--- src/hdl/ardd_pkg.sv ---
// ============================================================================
// ardd_pkg
// Shared types and constants for the adaptive Rice delta decoder: sequencer
// and bit-phase encodings, register indexes and the result record.
// ============================================================================
`default_nettype none

package ardd_pkg;

    // Fixed field widths of the result record
    localparam int SAMPLE_W = 16;
    localparam int COL_W    = 8;
    localparam int POS_W    = 10;

    // Configuration port
    localparam int CFG_DATA_W  = 16;
    localparam int CFG_IDX_W   = 2;
    localparam int BSIZE_W     = 11;
    localparam int GCOUNT_W    = 16;

    localparam logic [CFG_IDX_W-1:0] CFG_BLOCK_SIZE  = 2'd0;
    localparam logic [CFG_IDX_W-1:0] CFG_NUM_COLUMNS = 2'd1;
    localparam logic [CFG_IDX_W-1:0] CFG_GROUP_COUNT = 2'd2;

    localparam logic [BSIZE_W-1:0]  BSIZE_RESET  = 11'd265;
    localparam logic [COL_W-1:0]    NCOL_RESET   = 8'd48;
    localparam logic [GCOUNT_W-1:0] GCOUNT_RESET = 16'd0;

    // Bitstream layout
    localparam int RUN_W     = 5;
    localparam int BYTE_BITS = 8;
    localparam int CNT_W     = 4;
    localparam int K_W       = 3;
    localparam logic [RUN_W-1:0] HDR_LAST  = 5'd15;   // last bit of 16-bit first sample
    localparam logic [RUN_W-1:0] K_LAST    = 5'd2;    // last bit of the 3-bit parameter
    localparam logic [RUN_W-1:0] RUN_LIMIT = 5'd18;   // zeros allowed before error

    typedef enum logic [1:0] {
        PH_HDR,
        PH_K,
        PH_RUN,
        PH_VAL
    } phase_t;

    typedef enum logic [2:0] {
        ST_IDLE,
        ST_BIT,
        ST_OMEGA,
        ST_CMP,
        ST_REC,
        ST_FLUSH
    } state_t;

    typedef struct packed {
        logic [SAMPLE_W-1:0] sample;
        logic [COL_W-1:0]    column;
        logic [POS_W-1:0]    position;
        logic                err;
    } result_t;

endpackage

`default_nettype wire

--- src/hdl/adaptive_rice_delta_decoder.sv ---
// ============================================================================
// adaptive_rice_delta_decoder
// Bit-serial decoder for adaptive Rice coded delta blocks, one compressed
// byte per item, decoded samples tagged with column and position.
// ============================================================================
// Each accepted byte is unpacked LSB first by a small sequencer, one bit per
// clock unless a sample is being completed or the result side stalls. A byte
// is accepted, then up to its 8 bits are decoded (fewer when a block ends or
// the group count is reached), each completed sample passes through omega,
// compare/delta and add/subtract in the reconstruction path, and the byte is
// closed, with any stalls from the result side added. The input is stalled
// until the byte is closed. The last result caused by a byte is marked with
// last_of_run; a zero run of 19 gives one result with error_flag set and the
// block is dropped. Nothing is decoded until group_count is written nonzero.
`default_nettype none

module adaptive_rice_delta_decoder #(
    parameter int SAMPLE_BITS = 16,
    parameter int MAX_BLOCK   = 1024
) (
    input  wire logic                              clk,
    input  wire logic                              rst_n,
    // configuration
    input  wire logic                              cfg_we,
    input  wire logic [ardd_pkg::CFG_IDX_W-1:0]    cfg_index,
    input  wire logic [ardd_pkg::CFG_DATA_W-1:0]   cfg_data,
    // compressed bytes
    input  wire logic                              code_valid,
    output logic                                   code_stall,
    input  wire logic [7:0]                        code_byte,
    // decoded samples
    output logic                                   sample_valid,
    input  wire logic                              sample_stall,
    output logic [ardd_pkg::SAMPLE_W-1:0]          sample,
    output logic [ardd_pkg::COL_W-1:0]             column_index,
    output logic [ardd_pkg::POS_W-1:0]             sample_position,
    output logic                                   last_of_run,
    output logic                                   error_flag
);

    localparam int SB      = SAMPLE_BITS;
    localparam int ACC_W   = SAMPLE_BITS + 1;
    localparam int TEMP_W  = SAMPLE_BITS + 2;
    localparam int BLK_RAW = $clog2(MAX_BLOCK + 1);
    localparam int BLK_W   = (BLK_RAW > ardd_pkg::BSIZE_W) ? BLK_RAW : ardd_pkg::BSIZE_W;
    localparam int RW      = ardd_pkg::RUN_W;

    // configuration registers
    logic [ardd_pkg::BSIZE_W-1:0]  bsize_reg;
    logic [ardd_pkg::COL_W-1:0]    ncol_reg;
    logic [ardd_pkg::GCOUNT_W-1:0] gcount_reg;

    // sequencer and decode state
    ardd_pkg::state_t              state_reg, state_next;
    ardd_pkg::phase_t              phase_reg, phase_next;
    logic [ardd_pkg::K_W-1:0]      rice_reg, rice_next;
    logic [SB-1:0]                 prev_reg, prev_next;
    logic [RW-1:0]                 zrun_reg, zrun_next;
    logic [RW-1:0]                 left_reg, left_next;
    logic [RW-1:0]                 bidx_reg, bidx_next;
    logic [ACC_W-1:0]              acc_reg, acc_next;
    logic [ardd_pkg::POS_W-1:0]    pos_reg, pos_next;
    logic [ardd_pkg::COL_W-1:0]    col_reg, col_next;
    logic [ardd_pkg::GCOUNT_W-1:0] gdone_reg, gdone_next;
    logic [ardd_pkg::CNT_W-1:0]    cnt_reg, cnt_next;

    // payload registers
    logic [7:0]                    byte_reg, byte_next;
    logic [TEMP_W-1:0]             temp_reg, temp_next;
    logic [SB-1:0]                 omega_reg, omega_next;
    logic [TEMP_W-1:0]             delta_reg, delta_next;
    logic                          sub_reg, sub_next;

    // decode signals
    logic                          bit_val;
    logic                          halt;
    logic                          room;
    logic [ACC_W-1:0]              acc_or;
    logic [RW-1:0]                 len_w;
    logic                          hdr_done;
    logic                          k_done;
    logic                          run_err;
    logic                          fin;
    logic                          blocked;
    logic                          last_bit;
    logic [ardd_pkg::POS_W-1:0]    pos_inc;
    logic [BLK_W-1:0]              bs_ext;
    logic [BLK_W-1:0]              eff_m1;
    logic                          done_block;
    logic [ardd_pkg::COL_W-1:0]    nc_eff;
    logic [ardd_pkg::COL_W-1:0]    col_inc;
    logic                          col_wrap;
    logic [SB-1:0]                 rec_val;

    logic                          push;
    logic                          close;
    ardd_pkg::result_t             push_item;

    // ------------------------------------------------------------------
    // configuration write port
    always_ff @(posedge clk or negedge rst_n)
    begin
        if (!rst_n)
        begin
            bsize_reg  <= ardd_pkg::BSIZE_RESET;
            ncol_reg   <= ardd_pkg::NCOL_RESET;
            gcount_reg <= ardd_pkg::GCOUNT_RESET;
        end
        else if (cfg_we)
        begin
            case (cfg_index)
                ardd_pkg::CFG_BLOCK_SIZE:  bsize_reg  <= cfg_data[ardd_pkg::BSIZE_W-1:0];
                ardd_pkg::CFG_NUM_COLUMNS: ncol_reg   <= cfg_data[ardd_pkg::COL_W-1:0];
                ardd_pkg::CFG_GROUP_COUNT: gcount_reg <= cfg_data[ardd_pkg::GCOUNT_W-1:0];
                default: ;
            endcase
        end
    end

    // ------------------------------------------------------------------
    // decode of the current bit
    assign bit_val  = byte_reg[0];
    assign halt     = gdone_reg >= gcount_reg;
    assign acc_or   = acc_reg | ((bit_val && (bidx_reg < RW'(ACC_W)))
                                 ? (ACC_W'(1) << bidx_reg) : '0);
    assign len_w    = (zrun_reg == '0) ? RW'(rice_reg)
                                       : RW'(rice_reg) + zrun_reg - RW'(1);
    assign hdr_done = (phase_reg == ardd_pkg::PH_HDR) && (bidx_reg == ardd_pkg::HDR_LAST);
    assign k_done   = (phase_reg == ardd_pkg::PH_K) && (bidx_reg == ardd_pkg::K_LAST);
    assign run_err  = (phase_reg == ardd_pkg::PH_RUN) && !bit_val
                      && (zrun_reg == ardd_pkg::RUN_LIMIT);
    assign fin      = ((phase_reg == ardd_pkg::PH_RUN) && bit_val && (len_w == '0))
                      || ((phase_reg == ardd_pkg::PH_VAL) && (left_reg == RW'(1)));
    assign blocked  = (hdr_done || run_err) && !room;
    assign last_bit = (cnt_reg == ardd_pkg::CNT_W'(ardd_pkg::BYTE_BITS - 1));

    // block and column bookkeeping
    assign pos_inc  = pos_reg + 1'b1;
    assign bs_ext   = BLK_W'(bsize_reg);
    assign eff_m1   = ((bs_ext < BLK_W'(2)) ? BLK_W'(2)
                       : (bs_ext > BLK_W'(MAX_BLOCK)) ? BLK_W'(MAX_BLOCK) : bs_ext)
                      - BLK_W'(1);
    assign done_block = BLK_W'(pos_inc) >= eff_m1;
    assign nc_eff   = (ncol_reg == '0) ? ardd_pkg::COL_W'(1) : ncol_reg;
    assign col_inc  = col_reg + 1'b1;
    assign col_wrap = col_inc >= nc_eff;

    assign rec_val  = sub_reg ? (prev_reg - delta_reg[SB-1:0])
                              : (prev_reg + delta_reg[SB-1:0]);

    assign code_stall = (state_reg != ardd_pkg::ST_IDLE);

    // ------------------------------------------------------------------
    // next state
    always_comb
    begin
        state_next = state_reg;
        case (state_reg)
            ardd_pkg::ST_IDLE:
            begin
                if (code_valid)
                    state_next = ardd_pkg::ST_BIT;
            end
            ardd_pkg::ST_BIT:
            begin
                if (halt)
                    state_next = ardd_pkg::ST_FLUSH;
                else if (blocked)
                    state_next = ardd_pkg::ST_BIT;
                else if (fin)
                    state_next = ardd_pkg::ST_OMEGA;
                else if (run_err || last_bit)
                    state_next = ardd_pkg::ST_FLUSH;
            end
            ardd_pkg::ST_OMEGA: state_next = ardd_pkg::ST_CMP;
            ardd_pkg::ST_CMP:   state_next = ardd_pkg::ST_REC;
            ardd_pkg::ST_REC:
            begin
                if (room)
                begin
                    if (done_block || (cnt_reg == ardd_pkg::CNT_W'(ardd_pkg::BYTE_BITS)))
                        state_next = ardd_pkg::ST_FLUSH;
                    else
                        state_next = ardd_pkg::ST_BIT;
                end
            end
            ardd_pkg::ST_FLUSH:
            begin
                if (room)
                    state_next = ardd_pkg::ST_IDLE;
            end
            default: state_next = ardd_pkg::ST_IDLE;
        endcase
    end

    // ------------------------------------------------------------------
    // datapath and result requests
    always_comb
    begin
        phase_next = phase_reg;
        rice_next  = rice_reg;
        prev_next  = prev_reg;
        zrun_next  = zrun_reg;
        left_next  = left_reg;
        bidx_next  = bidx_reg;
        acc_next   = acc_reg;
        pos_next   = pos_reg;
        col_next   = col_reg;
        gdone_next = gdone_reg;
        cnt_next   = cnt_reg;
        byte_next  = byte_reg;
        temp_next  = temp_reg;
        omega_next = omega_reg;
        delta_next = delta_reg;
        sub_next   = sub_reg;
        push       = 1'b0;
        close      = 1'b0;
        push_item.sample   = ardd_pkg::SAMPLE_W'(prev_reg);
        push_item.column   = col_reg;
        push_item.position = pos_inc;
        push_item.err      = 1'b0;

        case (state_reg)
            ardd_pkg::ST_IDLE:
            begin
                if (code_valid)
                begin
                    byte_next = code_byte;
                    cnt_next  = '0;
                end
            end

            ardd_pkg::ST_BIT:
            begin
                if (!halt && !blocked)
                begin
                    byte_next = byte_reg >> 1;
                    cnt_next  = cnt_reg + 1'b1;
                    case (phase_reg)
                        ardd_pkg::PH_HDR:
                        begin
                            acc_next  = acc_or;
                            bidx_next = bidx_reg + 1'b1;
                            if (hdr_done)
                            begin
                                prev_next = acc_or[SB-1:0];
                                pos_next  = '0;
                                push      = 1'b1;
                                push_item.sample   = ardd_pkg::SAMPLE_W'(acc_or[SB-1:0]);
                                push_item.position = '0;
                                acc_next  = '0;
                                bidx_next = '0;
                                rice_next = '0;
                                phase_next = ardd_pkg::PH_K;
                            end
                        end
                        ardd_pkg::PH_K:
                        begin
                            rice_next = rice_reg
                                        | (ardd_pkg::K_W'(bit_val) << bidx_reg[1:0]);
                            bidx_next = bidx_reg + 1'b1;
                            if (k_done)
                            begin
                                bidx_next  = '0;
                                zrun_next  = '0;
                                acc_next   = '0;
                                phase_next = ardd_pkg::PH_RUN;
                            end
                        end
                        ardd_pkg::PH_RUN:
                        begin
                            if (!bit_val)
                            begin
                                if (run_err)
                                begin
                                    push          = 1'b1;
                                    push_item.err = 1'b1;
                                    // drop the block
                                    col_next   = col_wrap ? '0 : col_inc;
                                    gdone_next = col_wrap ? gdone_reg + 1'b1 : gdone_reg;
                                    phase_next = ardd_pkg::PH_HDR;
                                    bidx_next  = '0;
                                    acc_next   = '0;
                                    zrun_next  = '0;
                                    left_next  = '0;
                                end
                                else
                                    zrun_next = zrun_reg + 1'b1;
                            end
                            else
                            begin
                                acc_next  = '0;
                                bidx_next = '0;
                                if (len_w != '0)
                                begin
                                    left_next  = len_w;
                                    phase_next = ardd_pkg::PH_VAL;
                                end
                            end
                        end
                        ardd_pkg::PH_VAL:
                        begin
                            acc_next  = acc_or;
                            bidx_next = bidx_reg + 1'b1;
                            left_next = left_reg - 1'b1;
                        end
                        default: ;
                    endcase
                end
            end

            ardd_pkg::ST_OMEGA:
            begin
                // code value, with its implied leading one when the zero run is nonzero
                if (zrun_reg == '0)
                    temp_next = TEMP_W'(acc_reg);
                else if (len_w >= RW'(ACC_W))
                    temp_next = (TEMP_W'(1) << ACC_W) + TEMP_W'(acc_reg);
                else
                    temp_next = (TEMP_W'(1) << len_w) + TEMP_W'(acc_reg);
                // min(prev, max - prev): top bit picks the nearer rail
                omega_next = prev_reg[SB-1] ? ~prev_reg : prev_reg;
            end

            ardd_pkg::ST_CMP:
            begin
                if (temp_reg <= {1'b0, omega_reg, 1'b0})
                begin
                    delta_next = (temp_reg >> 1) + TEMP_W'(temp_reg[0]);
                    sub_next   = temp_reg[0];
                end
                else
                begin
                    delta_next = temp_reg - TEMP_W'(omega_reg);
                    sub_next   = prev_reg[SB-1];
                end
            end

            ardd_pkg::ST_REC:
            begin
                push_item.sample = ardd_pkg::SAMPLE_W'(rec_val);
                if (room)
                begin
                    push      = 1'b1;
                    prev_next = rec_val;
                    pos_next  = pos_inc;
                    zrun_next = '0;
                    acc_next  = '0;
                    bidx_next = '0;
                    left_next = '0;
                    if (done_block)
                    begin
                        col_next   = col_wrap ? '0 : col_inc;
                        gdone_next = col_wrap ? gdone_reg + 1'b1 : gdone_reg;
                        phase_next = ardd_pkg::PH_HDR;
                    end
                    else
                        phase_next = ardd_pkg::PH_RUN;
                end
            end

            ardd_pkg::ST_FLUSH:
            begin
                close = 1'b1;
            end

            default: ;
        endcase
    end

    // ------------------------------------------------------------------
    always_ff @(posedge clk or negedge rst_n)
    begin
        if (!rst_n)
        begin
            state_reg <= ardd_pkg::ST_IDLE;
            phase_reg <= ardd_pkg::PH_HDR;
            rice_reg  <= '0;
            prev_reg  <= '0;
            zrun_reg  <= '0;
            left_reg  <= '0;
            bidx_reg  <= '0;
            acc_reg   <= '0;
            pos_reg   <= '0;
            col_reg   <= '0;
            gdone_reg <= '0;
            cnt_reg   <= '0;
        end
        else
        begin
            state_reg <= state_next;
            phase_reg <= phase_next;
            rice_reg  <= rice_next;
            prev_reg  <= prev_next;
            zrun_reg  <= zrun_next;
            left_reg  <= left_next;
            bidx_reg  <= bidx_next;
            acc_reg   <= acc_next;
            pos_reg   <= pos_next;
            col_reg   <= col_next;
            gdone_reg <= gdone_next;
            cnt_reg   <= cnt_next;
        end
    end

    always_ff @(posedge clk)
    begin
        byte_reg  <= byte_next;
        temp_reg  <= temp_next;
        omega_reg <= omega_next;
        delta_reg <= delta_next;
        sub_reg   <= sub_next;
    end

    // ------------------------------------------------------------------
    ardd_outq u_outq (
        .clk             (clk),
        .rst_n           (rst_n),
        .push            (push),
        .push_item       (push_item),
        .close           (close),
        .room            (room),
        .sample_valid    (sample_valid),
        .sample_stall    (sample_stall),
        .sample          (sample),
        .column_index    (column_index),
        .sample_position (sample_position),
        .last_of_run     (last_of_run),
        .error_flag      (error_flag)
    );

endmodule

`default_nettype wire

--- src/hdl/ardd_outq.sv ---
// ============================================================================
// ardd_outq
// Result holding stage: one pending item plus the output register. An item
// is only known to be the last of its byte when the byte is closed.
// ============================================================================
`default_nettype none

module ardd_outq (
    input  wire logic                          clk,
    input  wire logic                          rst_n,
    input  wire logic                          push,
    input  wire ardd_pkg::result_t             push_item,
    input  wire logic                          close,
    output logic                               room,
    output logic                               sample_valid,
    input  wire logic                          sample_stall,
    output logic [ardd_pkg::SAMPLE_W-1:0]      sample,
    output logic [ardd_pkg::COL_W-1:0]         column_index,
    output logic [ardd_pkg::POS_W-1:0]         sample_position,
    output logic                               last_of_run,
    output logic                               error_flag
);

    logic              pend_vld_reg;
    ardd_pkg::result_t pend_reg;
    logic              vld_reg;
    ardd_pkg::result_t out_reg;
    logic              last_reg;

    logic out_free;
    logic move;

    assign out_free = !vld_reg || !sample_stall;
    assign room     = !pend_vld_reg || out_free;
    // pending item goes out when displaced by a new one or when the byte closes
    assign move     = pend_vld_reg && out_free && (push || close);

    always_ff @(posedge clk or negedge rst_n)
    begin
        if (!rst_n)
        begin
            pend_vld_reg <= 1'b0;
            vld_reg      <= 1'b0;
        end
        else
        begin
            if (push)
                pend_vld_reg <= 1'b1;
            else if (move)
                pend_vld_reg <= 1'b0;

            if (move)
                vld_reg <= 1'b1;
            else if (!sample_stall)
                vld_reg <= 1'b0;
        end
    end

    always_ff @(posedge clk)
    begin
        if (push)
            pend_reg <= push_item;
        if (move)
        begin
            out_reg  <= pend_reg;
            last_reg <= close;
        end
    end

    assign sample_valid    = vld_reg;
    assign sample          = out_reg.sample;
    assign column_index    = out_reg.column;
    assign sample_position = out_reg.position;
    assign error_flag      = out_reg.err;
    assign last_of_run     = last_reg;

endmodule

`default_nettype wire
--- config.mk ---
export PLATFORM = sky130hd
export DESIGN_NAME = adaptive_rice_delta_decoder
export DESIGN_NICKNAME = d
export VERILOG_FILES = /design/src/hdl/ardd_pkg.sv /design/src/hdl/adaptive_rice_delta_decoder.sv /design/src/hdl/ardd_outq.sv
export SDC_FILE = /design/constraint.sdc
export NUM_CORES = 1
export LEC_CHECK = 0
export ABC_AREA = 1
export BUFFER_PORTS_ARGS = -buffer_cell sky130_fd_sc_hd__buf_2
export CORE_AREA = 3 3 170 172
export DETAILED_ROUTE_END_ITERATION = 7
export DIE_AREA = 0 0 173 175
export GPL_ROUTABILITY_DRIVEN = 1
export MAX_ROUTING_LAYER = met4
export PLACE_DENSITY = 0.78
export SYNTH_ARGS = -nofsm -noshare
export SYNTH_HDL_FRONTEND = slang
export SYNTH_SLANG_ARGS = --single-unit
--- constraint.sdc ---
create_clock -name clk -period 4.41 [get_ports clk]
set_input_delay 0.441 -clock clk [delete_from_list [all_inputs] [get_ports clk]]
set_output_delay 0.441 -clock clk [all_outputs]
set_load 0.005 [all_outputs]
== Yosys cells after proc, flatten, opt, wreduce, memory -nomap -nowiden ==
Index checks and enable logic that the tools add are counted.
Operators by class
  $add $sub $neg: 16
  $mul: 0
  divide/modulo/power cells: 0
  order comparisons: 8
  equality and inequality tests: 37
  shifts and indexed selects: 3
  multiplexer cells: 109
  bitwise gates (word level): 3
  reductions and logical operators: 53
Operators with widths (number)
  $mux 16: 13
  $mux 17: 8
  $pmux 16 s2: 3
  $mux 8: 10
  $mux 5: 14
  $pmux 17 s4: 1
  $mux 10: 6
  $pmux 5 s2: 5
  $mux 11: 4
  $pmux 17 s2: 1
  $pmux 8 s2: 2
  $sub 16x16->16: 2
  $mux 3: 9
  $ne 2x2->1 const B: 11
  $pmux 10 s2: 1
  $pmux 5 s4: 1
  $add 18x17->18: 1
  $add 18x17->18 const A: 1
  $le 18x17->1: 1
  $mux 18: 1
  $pmux 3 s6: 1
  $shl 1x5->18 const A: 1
  $or 17x17->17: 1
  $shl 1x5->17 const A: 1
  61 further kinds: 130
Storage, ports and cells
  register bits after elaboration: 261
  bits in latches: 0
  bits in writable memories: 0
  memory bits (read-only): 0
  output and inout bits: 38
  memories: 0

== Longest topological paths before layout ==
Gate-level depths: netlist of run 1.
  depth in word-level cells: 13
  depth in mapped cells: 28
  depth with buffers taken out: 27

== By module ==
A second synthesis of run 1 with hierarchy kept.
Unflattened totals
  cell total of the unflattened synthesis: 2112
  area, all modules: 17118.9 µm²
By module, submodules not included
  adaptive_rice_delta_decoder: instances 1, cells each 2029, area each 14894.3 µm²
  ardd_outq: instances 1, cells each 83, area each 2224.6 µm²

== Worst setup path before layout of run 1 ==
Ideal clock, no wire load.
  kind: flip-flop to flip-flop
  start: register zrun_reg[1]
  end: register temp_reg[16], data pin
  library setup time: 0.260 ns
  arrival: 3.498 ns
  required time: 4.150 ns
  path slack: 0.652 ns
  cell stages (with the launch flop): 23
  buffers on the path: 0
  cell sequence: dfrtp_1 > inv_1 > ha_1 > inv_1 > ha_1 > inv_1 > fa_1 > nand2_1 > o21ai_2 > nand2_1 > nor2_2 > inv_2 > nor2_1 > ha_1 > inv_1 > fa_1 > o21ai_0 > nand3_1 > nand3_1 > a21oi_1 > xor2_1 > nand2_1 > o21ai_0
On the way
  word-level cells in the longest chain between the ends: 7
  elaborated cells on any way between the ends: 9
  classes of those cells: add/sub (3); order compare (1); shift (1); mux (3); reduce/logical (1)
Ends and longest elaborated chain
  start, declared: line adaptive_rice_delta_decoder.sv:58  | logic [RW-1:0] zrun_reg, zrun_next;
  start signal, assigned: line adaptive_rice_delta_decoder.sv:395  | zrun_reg <= zrun_next;
  $add 3x5->5: line adaptive_rice_delta_decoder.sv:127  | : RW'(rice_reg) + zrun_reg - RW'(1);
  $sub 5x1->5: line adaptive_rice_delta_decoder.sv:127
  $mux 5: line adaptive_rice_delta_decoder.sv:126  | assign len_w = (zrun_reg == '0) ? RW'(rice_reg)
  $shl 1x5->18: line adaptive_rice_delta_decoder.sv:320  | temp_next = (TEMP_W'(1) << len_w) + TEMP_W'(acc_reg);
  $add 18x17->18: line adaptive_rice_delta_decoder.sv:320
  $mux 18: line adaptive_rice_delta_decoder.sv:317  | else if (len_w >= RW'(ACC_W))
  $mux 17 *: line adaptive_rice_delta_decoder.sv:315  | if (zrun_reg == '0)
  end signal, assigned: line adaptive_rice_delta_decoder.sv:409  | temp_reg <= temp_next;
  end, declared: line adaptive_rice_delta_decoder.sv:69  | logic [TEMP_W-1:0] temp_reg, temp_next;
Every way passes the cells marked *; elsewhere a longest branch is shown, timed or not.
A chain may end at the register's enable or synchronous reset.

== Worst setup path in the final report of run 1 ==
  start: register zrun_reg[1]
  end: register temp_reg[10], data pin
Same word-level chain as after synthesis.

==> results of run 1 <==
how the worst max path moves through the flow:
stage	slack (ns)	cells past startpoint	end	startpoint
after floorplan	0.65	22	temp_reg[16]	zrun_reg[1]
after global placement	0.53	24	temp_reg[10]	zrun_reg[1]
after detailed placement	0.44	24	temp_reg[10]	zrun_reg[1]
after CTS	0.42	24	temp_reg[10]	zrun_reg[1]
after global routing	0.01	24	temp_reg[10]	zrun_reg[1]
final	0.43	24	temp_reg[10]	zrun_reg[1]
per-layer routing:
metal	GRT usage [%]	wire (um)
met5	-	0
met4	6.39	819
met3	3.61	2450
met2	42.7	18200
met1	39.2	19000
what timing repair did:
item                                    CTS  global route
hold buffers                              1             0
buffers inserted                          0             1
hold endpoints to repair                 41             0
gates resized for setup                   0             1
endpoints found under the setup margin    0             2
cells in the mapped netlist (all sizes together), types with 2 or more instances:
master / count / area [sq um]
dfstp: 5 / 131
a211oi: 3 / 22.5
nor4: 5 / 31.3
dfrtp: 126 / 3150
and3: 3 / 18.8
o21ai: 193 / 977
o221ai: 2 / 17.5
nand3: 110 / 581
ha: 128 / 1600
fa: 4 / 80.1
a21boi: 5 / 37.5
or2: 8 / 50.1
a22oi: 3 / 22.5
a21o: 10 / 75.1
nand2b: 2 / 12.5
o31ai: 4 / 30.0
o21a: 5 / 37.5
xnor2: 26 / 228
o21bai: 6 / 45.0
or3: 2 / 12.5
buf: 19 / 126
nand2: 427 / 1630
o41ai: 2 / 17.5
a21oi: 119 / 599
o2111ai: 2 / 17.5
edfxtp: 130 / 3900
o211ai: 26 / 195
a31oi: 6 / 37.5
nor3: 24 / 125
clkbuf: 30 / 114
nor2: 173 / 724
xor2: 77 / 674
nand4: 36 / 246
inv: 252 / 946
nand3b: 11 / 82.6
critical path: stages, from the launching register on:
cell and delay [ns]:
dfrtp_1 0.41, inv_1 0.12, ha_1 0.23, inv_1 0.06, ha_1 0.17, inv_1 0.06
fa_1 0.48, nand2_1 0.06, o21ai_2 0.11, nand2_1 0.16, nor2_4 0.16, inv_2 0.04
nor2_1 0.12, ha_1 0.19, inv_1 0.07, fa_1 0.39, o21ai_0 0.17, buf_4 0.15
a21o_1 0.14, nand3_1 0.07, nand2_1 0.08, xnor2_1 0.12, nand2_1 0.06, o21ai_0 0.08
inv_1 0.05
power by group:
| part | internal (mW) | switching [mW] | total [mW] |
|---|---|---|---|
| Combinational | 1.08 | 2.28 | 3.36 |
| Clock | 1.37 | 1.04 | 2.40 |
| Sequential | 3.14 | 0.388 | 3.53 |
area by class of cell:
class / count / area, sq um / area share (%)
clock inverters: 18 / 180 / 0.982
repair buffers: 88 / 495 / 2.70
inverters: 253 / 950 / 5.17
well taps: 378 / 473 / 2.58
multi-input cells: 1429 / 8300 / 45.2
flip-flops and latches: 261 / 7190 / 39.2
clock buffers: 36 / 762 / 4.15
diodes: 1 / 2.50 / 0.0136
through the flow:
step                instances  hold slack, ns  cell area [sq um]  util (%)
floorplan                1992           0.145              16700         -
global placement         2407           0.400              17400      62.9
detailed placement       2407           0.405              17400      62.9
CTS                      2462           0.102              18300      66.4
global route             2464           0.147              18400      66.4
finish                   2464           0.112              18400      66.4
logic make-up after synthesis:
family | after synthesis
adders and majority gates | 132
and+or+nand+nor | 802
AOI/OAI and AO/OA | 391
DFF | 261
xor gates and xnor gates | 103
buffers and inverters | 302
other | 1
cells in the final DEF (no fill, tap or decap), types with 77 or more instances in the layout:
cell and instances:
xor2_1 77, inv_1 247, nand2_1 421, nor2_1 160, ha_1 128, dfrtp_1 126
o21ai_0 160, edfxtp_1 130, nand3_1 107, a21oi_1 118
==> impl_results.rst, run 1 <==
.. list-table::
   :header-rows: 1

   * - Metric
     - Value
   * - Prevailing post-synth register cell
     - edfxtp_1
   * - Number of global-route vias before repair
     - 13,000
   * - CTS H-tree depth
     - 1
   * - Routed WL
     - just over 40 mm
   * - Setup repair after global routing missed its margin
     - no
   * - Post-DRT Antenna Nets
     - 0
   * - Count of warnings emitted by yosys
     - 0
   * - Failing checks
     - DRC
   * - Max_slew headroom
     - between 30% and 40%
   * - Instance count of the mapped netlist
     - roughly 2,000
   * - Static power due to leakage
     - 8.55 nW
   * - Final weighted congestion in routability-driven placement
     - roughly 0.95
   * - DR DRC count
     - 2
   * - Peak supply drop
     - ~0.00047 V
   * - Cell count of the worst hold path
     - 3
   * - Final count of pins violating max slew
     - 0
   * - Share of synthesized area spent on multiplexers
     - 0%
   * - Worst reg2reg endpoint
     - temp_reg[10]
   * - Max Freq
     - 251 MHz
   * - Number of iterations in the first detailed-routing pass
     - 8
   * - Core footprint
     - about 28,000 sq um
   * - Synthesized cell area
     - 16,700 sq um
   * - Main combinational cell family by area after synthesis
     - simple AND/OR/NAND/NOR gates
   * - Logic depth of the worst register-to-register path
     - 24
   * - Area Growth Syn to Fin
     - 10.2%
   * - Clock tree buffer depth
     - 3
   * - Worst-path maximum fanout
     - 5
   * - Worst clock skew on the final layout
     - about 0.026 ns
   * - Die area
     - about 30,000 sq um
   * - Total half-perimeter wirelength after legalization and detailed placement
     - around 30 mm
   * - Global-route congestion overflow total
     - 0
   * - Worst slack at placement
     - about 0.44 ns
   * - Number of flip-flops under the largest register name
     - 35
   * - Final TNS setup
     - 0 ns
   * - Worst setup margin
     - approximately 0.43 ns
   * - Status
     - finished, violations left
   * - Initial antenna violation count
     - 1
   * - Synth Area in XOR/XNOR
     - ~5.4%
   * - Crit path required time
     - around 4.7 ns
   * - Count of standard-cell rows
     - between 60 and 70
   * - Number of buffers added by the clock tree synthesis step
     - 29
   * - Post-layout min period
     - 3.98 ns
   * - Kind of start point of the critical path
     - register
   * - Sink count of the clock tree
     - between 200 and 300
   * - Final setup vio count
     - 0
   * - Maximum number of pins on one net before global-route repair
     - 47
   * - Later-pin clock latency in the skew report
     - between 0.5 and 0.6 ns
   * - Overall via count from detail_route
     - 13,800
   * - Number of nets at the end of the flow
     - ~2,200
   * - Start of the worst register-to-register path
     - zrun_reg[1]
   * - Ratio of routed vias to standard cells
     - between 5 and 6
   * - Detail-routed net length per standard cell
     - around 16 um
   * - Worst hold-check path type
     - input port to register
   * - Starting density of the core
     - between 60% and 70%
   * - Die width
     - 173 um
   * - Sort of element at the end of the critical path
     - register
   * - Share of synthesized cell area in and, or, nand and nor gates
     - a little over a fifth
   * - Category of the critical setup timing path
     - register to register
   * - Fraction of final layout cells with drive strength greater than 1
     - 8.78%
   * - Number of fill cells
     - 2,296
   * - Part of the Yosys area used for sequential elements
     - a little over two fifths
   * - Power per cell area
     - approximately 500 nW/um^2
   * - TritonCTS clock tree
     - built
   * - HP Start
     - sample_stall
   * - Fraction of the mapped netlist area in compound gates
     - approximately an eighth
   * - Height of the die
     - 175 um
   * - Boundary Pins
     - around 70
   * - Post-synthesis cell type count
     - 61
   * - Global-route usage over all layers
     - between 20% and 30%
   * - Sink of the worst hold path
     - u_outq.sample_valid
   * - Hold Violations, Final
     - 0
   * - Number of buffers added on ports
     - slightly below 70
   * - Final Total Pwr
     - slightly above 9 mW
   * - Adder-Cell Fraction of Synth Area
     - 10.1%
   * - Reg2Reg Setup Slack
     - between 0.4 and 0.5 ns
   * - Root cell of the clock tree
     - clkbuf_16
   * - Number of max-cap violations
     - 0
   * - Mapped Nets
     - ~2,200
   * - Wire length of the first global-routing pass
     - approximately 67 mm
   * - Fraction of registers with async set/reset
     - between 50% and 60%
   * - CTS clk-pin slew, worst paths
     - 0.06 ns
   * - Drt first-iter violations
     - 1,177
   * - Post-synth EDFFs
     - 130
   * - Seq cells post-synth
     - 261
   * - Worst-margin pin slew
     - 0.902 ns
   * - Post-synthesis average cell area
     - between 8 and 9 sq um
   * - Ratio of final minimum period to clock period
     - between 90 and 100%
   * - Arr. time, crit path
     - 4.30 ns
Power figures use the tool's default switching activity.
==> run 2: changes to the inputs <==
- ABC_AREA: 1 -> 0
- CORE_AREA: 3 3 170 172 -> 3 3 166 168
- DIE_AREA: 0 0 173 175 -> 0 0 169 171
- PLACE_DENSITY: 0.78 -> 0.79
==> run 2 against run 1 <==
Against the previous run:
- the flow now finishes without violations
- routed wire length decreased by 1.2%
- fmax decreased by 8.5%
- combinational power increased by 1%
- sequential cell count unchanged
==> impl_results.rst, run 2 <==
.. list-table::
   :header-rows: 1

   * - Metric
     - Value
   * - Ratio of final minimum period to clock period
     - 98.7% (was 90.3%)
   * - TritonCTS clock tree
     - built (unchanged)
   * - Number of max-cap violations
     - 0 (unchanged)
   * - Final count of pins violating max slew
     - 0 (unchanged)
   * - Clock tree buffer depth
     - 3 (unchanged)
   * - Arr. time, crit path
     - 4.78 ns (was 4.30 ns)
   * - Starting density of the core
     - 61.3% (was 60.3%)
   * - Ratio of routed vias to standard cells
     - 6.20 (was 5.59)
   * - Sort of element at the end of the critical path
     - register (unchanged)
   * - Number of buffers added on ports
     - 68 (unchanged)
   * - Leading cell types by total area after synthesis
     - edfxtp_1, dfrtp_1, ha_1 (unchanged)
   * - CTS clk-pin slew, worst paths
     - 0.06 ns (about the same)
   * - Peak supply drop
     - 0.000519 V (was 0.000466 V)
   * - Worst-margin pin slew
     - 1.06 ns (was 0.902 ns)
   * - Post-synthesis cell type count
     - 87 (was 61)
   * - Sink count of the clock tree
     - 261 (unchanged)
   * - Post-synthesis average cell area
     - 9.86 sq um (was 8.36 sq um)
   * - Synthesized cell area
     - 16,000 sq um (was 16,700 sq um)
   * - Number of buffers added by the clock tree synthesis step
     - 28 (was 29)
   * - Root cell of the clock tree
     - clkbuf_16 (unchanged)
   * - Fraction of final layout cells with drive strength greater than 1
     - 14.0% (was 8.78%)
   * - Dominant cell by count in the synthesized netlist
     - nand2_1 (unchanged)
   * - Wire length of the first global-routing pass
     - 63.5 mm (was 66.6 mm)
   * - Post-layout min period
     - 4.35 ns (was 3.98 ns)
   * - Status
     - finished clean (was finished, violations left)
   * - Total half-perimeter wirelength after legalization and detailed placement
     - 28.4 mm (was 30.4 mm)
   * - CTS H-tree depth
     - 1 (unchanged)
   * - Detail-routed net length per standard cell
     - 19.3 um (was 16.4 um)
   * - Seq cells post-synth
     - 261 (unchanged)
   * - Global-route congestion overflow total
     - 0 (unchanged)
   * - Cell count of the worst hold path
     - 2 (was 3)
   * - Number of flip-flops under the largest register name
     - 35 (unchanged)
   * - Prevailing post-synth register cell
     - edfxtp_1 (unchanged)
   * - Maximum number of pins on one net before global-route repair
     - 76 (was 47)
   * - Commonest cells after routing, fill and taps aside
     - nand2_1, nor2_1, edfxtp_1, ha_1, dfrtp_1 (was nand2_1, inv_1, nor2_1, o21ai_0, edfxtp_1)
   * - Area leader, netlist
     - edfxtp_1 (unchanged)
   * - Die area
     - 28,900 sq um (was 30,300 sq um)
   * - DR DRC count
     - 0 (was 2)
   * - Number of global-route vias before repair
     - 12,400 (was 13,000)
   * - Boundary Pins
     - 69 (unchanged)
   * - Instance count of the mapped netlist
     - 1,621 (was 1,992)
   * - Hold Violations, Final
     - 0 (unchanged)
   * - Part of the Yosys area used for sequential elements
     - 45.0% (was 43.1%)
   * - Area Growth Syn to Fin
     - 13.4% (was 10.2%)
   * - Most common library cell in the layout ignoring fill and taps
     - nand2_1 (unchanged)
   * - Max_slew headroom
     - 29.0% (was 39.7%)
   * - Commonest cells post-synth
     - nand2_1, nor2_1, edfxtp_1, ha_1, dfrtp_1 (was nand2_1, inv_1, nor2_1, o21ai_0, edfxtp_1)
   * - Height of the die
     - 171 um (was 175 um)
   * - Global-route usage over all layers
     - 27.7% (was 27.6%)
   * - Diode count
     - 0 (was 1)
   * - Max Freq
     - 230 MHz (was 251 MHz)
   * - Final weighted congestion in routability-driven placement
     - 0.936 (was 0.951)
   * - Post-synth EDFFs
     - 130 (unchanged)
   * - Share of the synthesized area in the top cell type
     - 24.4% (was 23.4%)
   * - Fraction of registers with async set/reset
     - 50.2% (unchanged)
   * - Worst-path maximum fanout
     - 8 (was 5)
   * - Power per cell area
     - 518 nW/um^2 (was 506 nW/um^2)
   * - Mapped Nets
     - 1,784 (was 2,155)
   * - Kind of start point of the critical path
     - register (unchanged)
   * - Count of warnings emitted by yosys
     - 0 (unchanged)
   * - Number of iterations in the first detailed-routing pass
     - 5 (was 8)
   * - Core footprint
     - 26,100 sq um (was 27,600 sq um)
   * - Post-DRT Antenna Nets
     - 0 (unchanged)
   * - Static power due to leakage
     - 7.94 nW (was 8.55 nW)
   * - Later-pin clock latency in the skew report
     - 0.55 ns (was 0.57 ns)
   * - Logic depth of the worst register-to-register path
     - 20 (was 24)
   * - Die width
     - 169 um (was 173 um)
   * - Initial antenna violation count
     - 0 (was 1)
   * - Final standard cell utilization of the core
     - 69.5% (was 66.4%)
   * - Count of standard-cell rows
     - 59 (was 61)
   * - Final Total Pwr
     - 9.39 mW (was 9.29 mW)
   * - Overall via count from detail_route
     - 12,900 (was 13,800)
   * - Setup repair after global routing missed its margin
     - yes (was no)
   * - Crit path required time
     - 4.84 ns (was 4.72 ns)
   * - Final setup vio count
     - 0 (unchanged)
   * - Routed WL
     - 39.9 mm (was 40.5 mm)
   * - Drt first-iter violations
     - 1,182 (was 1,177)
   * - Category of the critical setup timing path
     - register to register (unchanged)
   * - Number of nets at the end of the flow
     - 1,880 (was 2,225)
   * - Worst hold-check path type
     - input port to register (unchanged)
   * - Worst clock skew on the final layout
     - 0.0134 ns (was 0.0263 ns)
## run 2: cell types whose count changed after synthesis, moves of 18 or more
cell	change
a21oi_1	-35
and3_1	+19
inv_1	-135
mux2_2	+38
nand2_1	-258
nand3_1	-53
nand4_1	-18
nor2_1	-18
nor2b_1	+20
o21ai_0	-66
o21ai_1	-29
o31ai_1	+24
xnor2_1	+33
xor2_1	-27
## run 2: per-layer routing
layer	vias to the layer above	GRT usage, %	share of wire, %
li1	6055	-	-
met1	6182	36.4	42
met2	516	45.4	48
met3	101	4.44	6.9
met4	0	7.52	2.9
met5	-	-	0
## run 2: cell families after synthesis
group / share of synthesized area [%]
other cells: 0.0235
xor+xnor: 5.97
buf+inv: 3.80
flops: 45.0
mux: 3.12
simple gates: 16.1
fa+ha+maj: 10.5
compound gates: 15.5
## run 2: worst paths after layout
path	from	to	slack, ns
setup / recovery	bs_ext[5]	col_reg[0]	0.06
hold / removal	cfg_data[15]	gcount_reg[15]	0.13
setup reg to reg	bs_ext[5]	col_reg[0]	0.06
hold reg to reg	u_outq.pend_reg[14]	u_outq.column_index[3]	0.42
max in group asynchronous	rst_n	ncol_reg[5]	2.97
min in group asynchronous	rst_n	pos_reg[7]	0.54
## run 2: critical path, cell delays in order, from the launching register on
cell and delay (ns):
dfrtp_1 0.41, nor4_4 0.29, nand2b_1 0.12, or3_1 0.33
or3_4 0.35, a21o_1 0.21, ha_4 0.19, nand2b_4 0.08
nor4_1 0.05, o32a_1 0.29, ha_1 0.28, o21a_1 0.19
o21a_1 0.20, a21boi_1 0.15, a41oi_2 0.22, a21oi_4 0.11
buf_6 0.16, o221ai_4 0.20, buf_12 0.16, nor3_1 0.04
a21o_1 0.19
## run 2: per-stage QoR
step	hold slack, ns	cell area, sq um	worst slack (ns)	std cells	TNS (ns)
floorplan	0.145	16000	0.0252	1621	0
CTS	0.117	17900	0.00527	2065	0
finish	0.128	18100	0.0595	2074	0
detailed placement	0.405	16900	-0.105	2012	-0.175
global route	0.125	18100	-0.0979	2074	-0.800
global placement	0.401	16900	0.0933	2012	0
## run 2: final cells by class
type | count | area [sq um]
multi-input combinational | 1203 | 8380
fill | 1891 | 7940
sequential | 261 | 7190
clock buffer | 39 | 813
timing repair buffer | 111 | 727
inverter | 112 | 420
tap | 335 | 419
clock inverter | 13 | 174
## run 2: report_power, final
| part | internal, mW | leakage [nW] | switching [mW] |
|---|---|---|---|
| Sequential | 3.06 | 2.88 | 0.418 |
| Combinational | 1.34 | 4.58 | 2.06 |
| Clock | 1.52 | 0.479 | 0.985 |
## run 2: repair_timing
action                                  CTS  global route
endpoints found under the setup margin    9            33
gates resized for setup                   3            25
buffers inserted                          0             7
hold buffers                              1             0
pin swaps                                 1            10
endpoints found under the hold margin     1             0
cloned                                    0             2
==> run 3: changes to the inputs <==
- CORE_AREA: 3 3 166 168 -> 3 3 152 184
- DIE_AREA: 0 0 169 171 -> 0 0 155 187
- PLACE_DENSITY: 0.79 -> 0.78
- TNS_END_PERCENT: not set -> 1
==> run 3 against run 2 <==
Against the previous run:
- cell count is 0.24% lower
- clock power fell by 8.8%
- critical endpoint is now gdone_reg[14]
- via count decreased by 0.82%
- routed wire length rose by 0.38%
- combinational power is 3% lower
==> impl_results.rst, run 3 (synthesized netlist as in run 2, its figures left out) <==
.. list-table::
   :header-rows: 1

   * - Metric
     - Value
   * - Status
     - finished clean (unchanged)
   * - Worst reg2reg endpoint
     - gdone_reg[14] (was col_reg[0])
   * - Most common library cell in the layout ignoring fill and taps
     - nand2_1 (unchanged)
   * - Cells along the critical path
     - nor4_2 > buf_4 > nand2b_1 > or3_1 > or3_4 > a21o_1 > ha_1 > nand2b_1 > buf_4 > nor2_1 > o32a_1 > ha_1 > o21a_1 > a21boi_0 > a41oi_1 > a21oi_2 > o221a_2 > nand3_1 > xnor2_1 (was nor4_4 > nand2b_1 > or3_1 > or3_4 > a21o_1 > ha_4 > nand2b_4 > nor4_1 > o32a_1 > ha_1 > o21a_1 > o21a_1 > a21boi_1 > a41oi_2 > a21oi_4 > buf_6 > o221ai_4 > buf_12 > nor3_1 > a21o_1)
   * - Count of standard-cell rows
     - 65 (was 59)
   * - Later-pin clock latency in the skew report
     - 0.56 ns (was 0.55 ns)
   * - Worst path top cell family by delay
     - compound AO/OA/AOI/OAI gates (unchanged)
   * - Die width
     - 155 um (was 169 um)
   * - Number of nets at the end of the flow
     - 1,877 (was 1,880)
   * - Category of the critical setup timing path
     - register to register (unchanged)
   * - Post-DRT Antenna Nets
     - 0 (unchanged)
   * - Number of flip-flops under the largest register name
     - 35 (unchanged)
   * - Number of max-cap violations
     - 0 (unchanged)
   * - Commonest cells after routing, fill and taps aside
     - nand2_1, nor2_1, edfxtp_1, ha_1, dfrtp_1 (unchanged)
   * - Ratio of final minimum period to clock period
     - 96.9% (was 98.7%)
   * - CTS clk-pin slew, worst paths
     - 0.07 ns (was 0.06 ns)
   * - Final weighted congestion in routability-driven placement
     - 0.956 (was 0.936)
   * - Worst-margin pin slew
     - 1.10 ns (was 1.06 ns)
   * - Area Growth Syn to Fin
     - 12.0% (was 13.4%)
   * - Power per cell area
     - 506 nW/um^2 (was 518 nW/um^2)
   * - Core footprint
     - 26,300 sq um (was 26,100 sq um)
   * - Multi-input gate area
     - 8300 sq um (was 8380 sq um)
   * - Worst slack on hold paths
     - 0.0856 ns (was 0.128 ns)
   * - Overall via count from detail_route
     - 12,700 (was 12,900)
   * - Worst clock skew on the final layout
     - 0.0324 ns (was 0.0134 ns)
   * - Detail-routed net length per standard cell
     - 19.4 um (was 19.3 um)
   * - Number of iterations in the first detailed-routing pass
     - 6 (was 5)
   * - Post-layout min period
     - 4.27 ns (was 4.35 ns)
   * - Wire length of the first global-routing pass
     - 63.7 mm (was 63.5 mm)
   * - DR DRC count
     - 0 (unchanged)
   * - Sort of element at the end of the critical path
     - register (unchanged)
   * - Global-route congestion overflow total
     - 0 (unchanged)
   * - CTS Hold Buffers Added
     - 0 (was 1)
   * - Maximum number of pins on one net before global-route repair
     - 84 (was 76)
   * - Static power due to leakage
     - 7.86 nW (was 7.94 nW)
   * - Diode count
     - 0 (unchanged)
   * - Total half-perimeter wirelength after legalization and detailed placement
     - 29.6 mm (was 28.4 mm)
   * - Ratio of routed vias to standard cells
     - 6.16 (was 6.20)
   * - Drt first-iter violations
     - 908 (was 1,182)
   * - Worst-path maximum fanout
     - 13 (was 8)
   * - Height of the die
     - 187 um (was 171 um)
   * - Delay of the slowest cell on the worst path
     - 0.41 ns (about the same)
   * - Final Total Pwr
     - 9.06 mW (was 9.39 mW)
   * - Number of buffers added by the clock tree synthesis step
     - 26 (was 28)
   * - Routed WL
     - 40.1 mm (was 39.9 mm)
   * - CTS H-tree depth
     - 1 (unchanged)
   * - TritonCTS clock tree
     - built (unchanged)
   * - Number of fill cells
     - 1,975 (was 1,891)
   * - Sequential standard cell area
     - 7190 sq um (unchanged)
   * - Clock tree buffer depth
     - 3 (unchanged)
   * - Logic depth of the worst register-to-register path
     - 19 (was 20)
   * - Starting density of the core
     - 60.9% (was 61.3%)
   * - Sink count of the clock tree
     - 261 (unchanged)
   * - Initial antenna violation count
     - 0 (unchanged)
   * - Worst hold-check path type
     - input port to asynchronous set/reset pin (was input port to register)
   * - Max Freq
     - 234 MHz (was 230 MHz)
   * - Bufs and invs on worst path
     - 2 (unchanged)
   * - Max_slew headroom
     - 26.2% (was 29.0%)
   * - Die area
     - 29,000 sq um (was 28,900 sq um)
   * - Slowest library cell on the worst path
     - o221a_2 (was dfrtp_1)
   * - Start of the worst register-to-register path
     - bs_ext[5] (unchanged)
   * - Hold Violations, Final
     - 0 (unchanged)
   * - Peak supply drop
     - 0.000471 V (was 0.000519 V)
   * - Setup repair after global routing missed its margin
     - yes (unchanged)
   * - Root cell of the clock tree
     - clkbuf_16 (unchanged)
   * - Global-route usage over all layers
     - 27.8% (was 27.7%)
   * - Reg2Reg Setup Slack
     - 0.14 ns (was 0.06 ns)
   * - Boundary Pins
     - 69 (unchanged)
   * - Number of buffers added on ports
     - 68 (unchanged)
   * - Number of global-route vias before repair
     - 12,300 (was 12,400)
   * - Final count of pins violating max slew
     - 0 (unchanged)
   * - Kind of start point of the critical path
     - register (unchanged)
   * - Fraction of final layout cells with drive strength greater than 1
     - 13.9% (was 14.0%)
   * - Crit path required time
     - 4.85 ns (was 4.84 ns)
   * - Final setup vio count
     - 0 (unchanged)
   * - Arr. time, crit path
     - 4.71 ns (was 4.78 ns)
==> run 3: changes by cell type in the layout (fill, tap and decap cells not counted), sizes merged <==
cell,change
o221a,-1
clkbuf,-8
buf,+2
clkinvlp,+1
dlygate4sd3,-1
clkinv,+4
bufinv,-2
==> run 3: how the worst max path moves through the flow <==
stage          startpoint  depth (start not counted)  slack, ns            end
5_1_grt         bs_ext[5]                         22      -0.06     col_reg[4]
3_3_place_gp    bs_ext[6]                         19       0.17   gdone_reg[1]
4_1_cts         bs_ext[5]                         21      0.006     col_reg[7]
3_5_place_dp    bs_ext[6]                         19       0.02   gdone_reg[1]
2_1_floorplan   bs_ext[5]                         18      -0.06   gdone_reg[1]
6_report        bs_ext[5]                         19       0.14  gdone_reg[14]
==> run 3: timing repair <==
item | in CTS | in global routing
cloned | 0 | 1
endpoints found under the setup margin | 3 | 31
setup buffers | 0 | 2
pin swaps | 0 | 8
gates resized for setup | 1 | 19
==> run 3: where the power goes <==
part	total, mW	internal, mW	switching [mW]
sequential	3.48	3.06	0.413
clock	2.28	1.31	0.973
combinational	3.30	1.29	2.02
total	9.06	5.66	3.40
==> run 3: stage by stage <==
step	setup TNS (ns)	setup slack [ns]	util (%)	instance area, sq um	std cells
5_1_grt	-0.738	-0.0627	68.1	17900	2069
2_1_floorplan	-0.0593	-0.0593	-	16000	1621
3_5_place_dp	0	0.0185	64.4	16900	2018
6_report	0	0.137	68.1	17900	2069
3_3_place_gp	0	0.167	64.4	16900	2018
4_1_cts	0	0.00644	67.8	17800	2066
==> run 3: worst reg2reg max path, stage by stage (launching register included) <==
cell      delay (ns)
dfrtp_1         0.40
nor4_2          0.24
buf_4           0.16
nand2b_1        0.06
or3_1           0.33
or3_4           0.34
a21o_1          0.17
ha_1            0.20
nand2b_1        0.14
buf_4           0.14
nor2_1          0.03
o32a_1          0.29
ha_1            0.28
o21a_1          0.13
a21boi_0        0.20
a41oi_1         0.08
a21oi_2         0.24
o221a_2         0.41
nand3_1         0.16
xnor2_1         0.16
==> run 3: area by class of cell <==
| cell class | instances | share of cell area [%] |
|---|---|---|
| inverters | 112 | 2.35 |
| multi-input cells | 1202 | 46.4 |
| clock buffers | 32 | 4.11 |
| repair buffers | 111 | 3.83 |
| flip-flops and latches | 261 | 40.2 |
| well taps | 335 | 2.34 |
| clock inverters | 16 | 0.853 |
==> run 3: routing by layer <==
layer  wire, um  vias to the layer above  share of wire (%)  GRT usage [%]
met1      15900                     6133                 40           33.9
li1           -                     6030                  -              -
met4       2220                        0                5.5           12.8
met3       1960                      130                4.9           2.57
met5          0                        -                  0              -
met2      20000                      456                 50           46.7
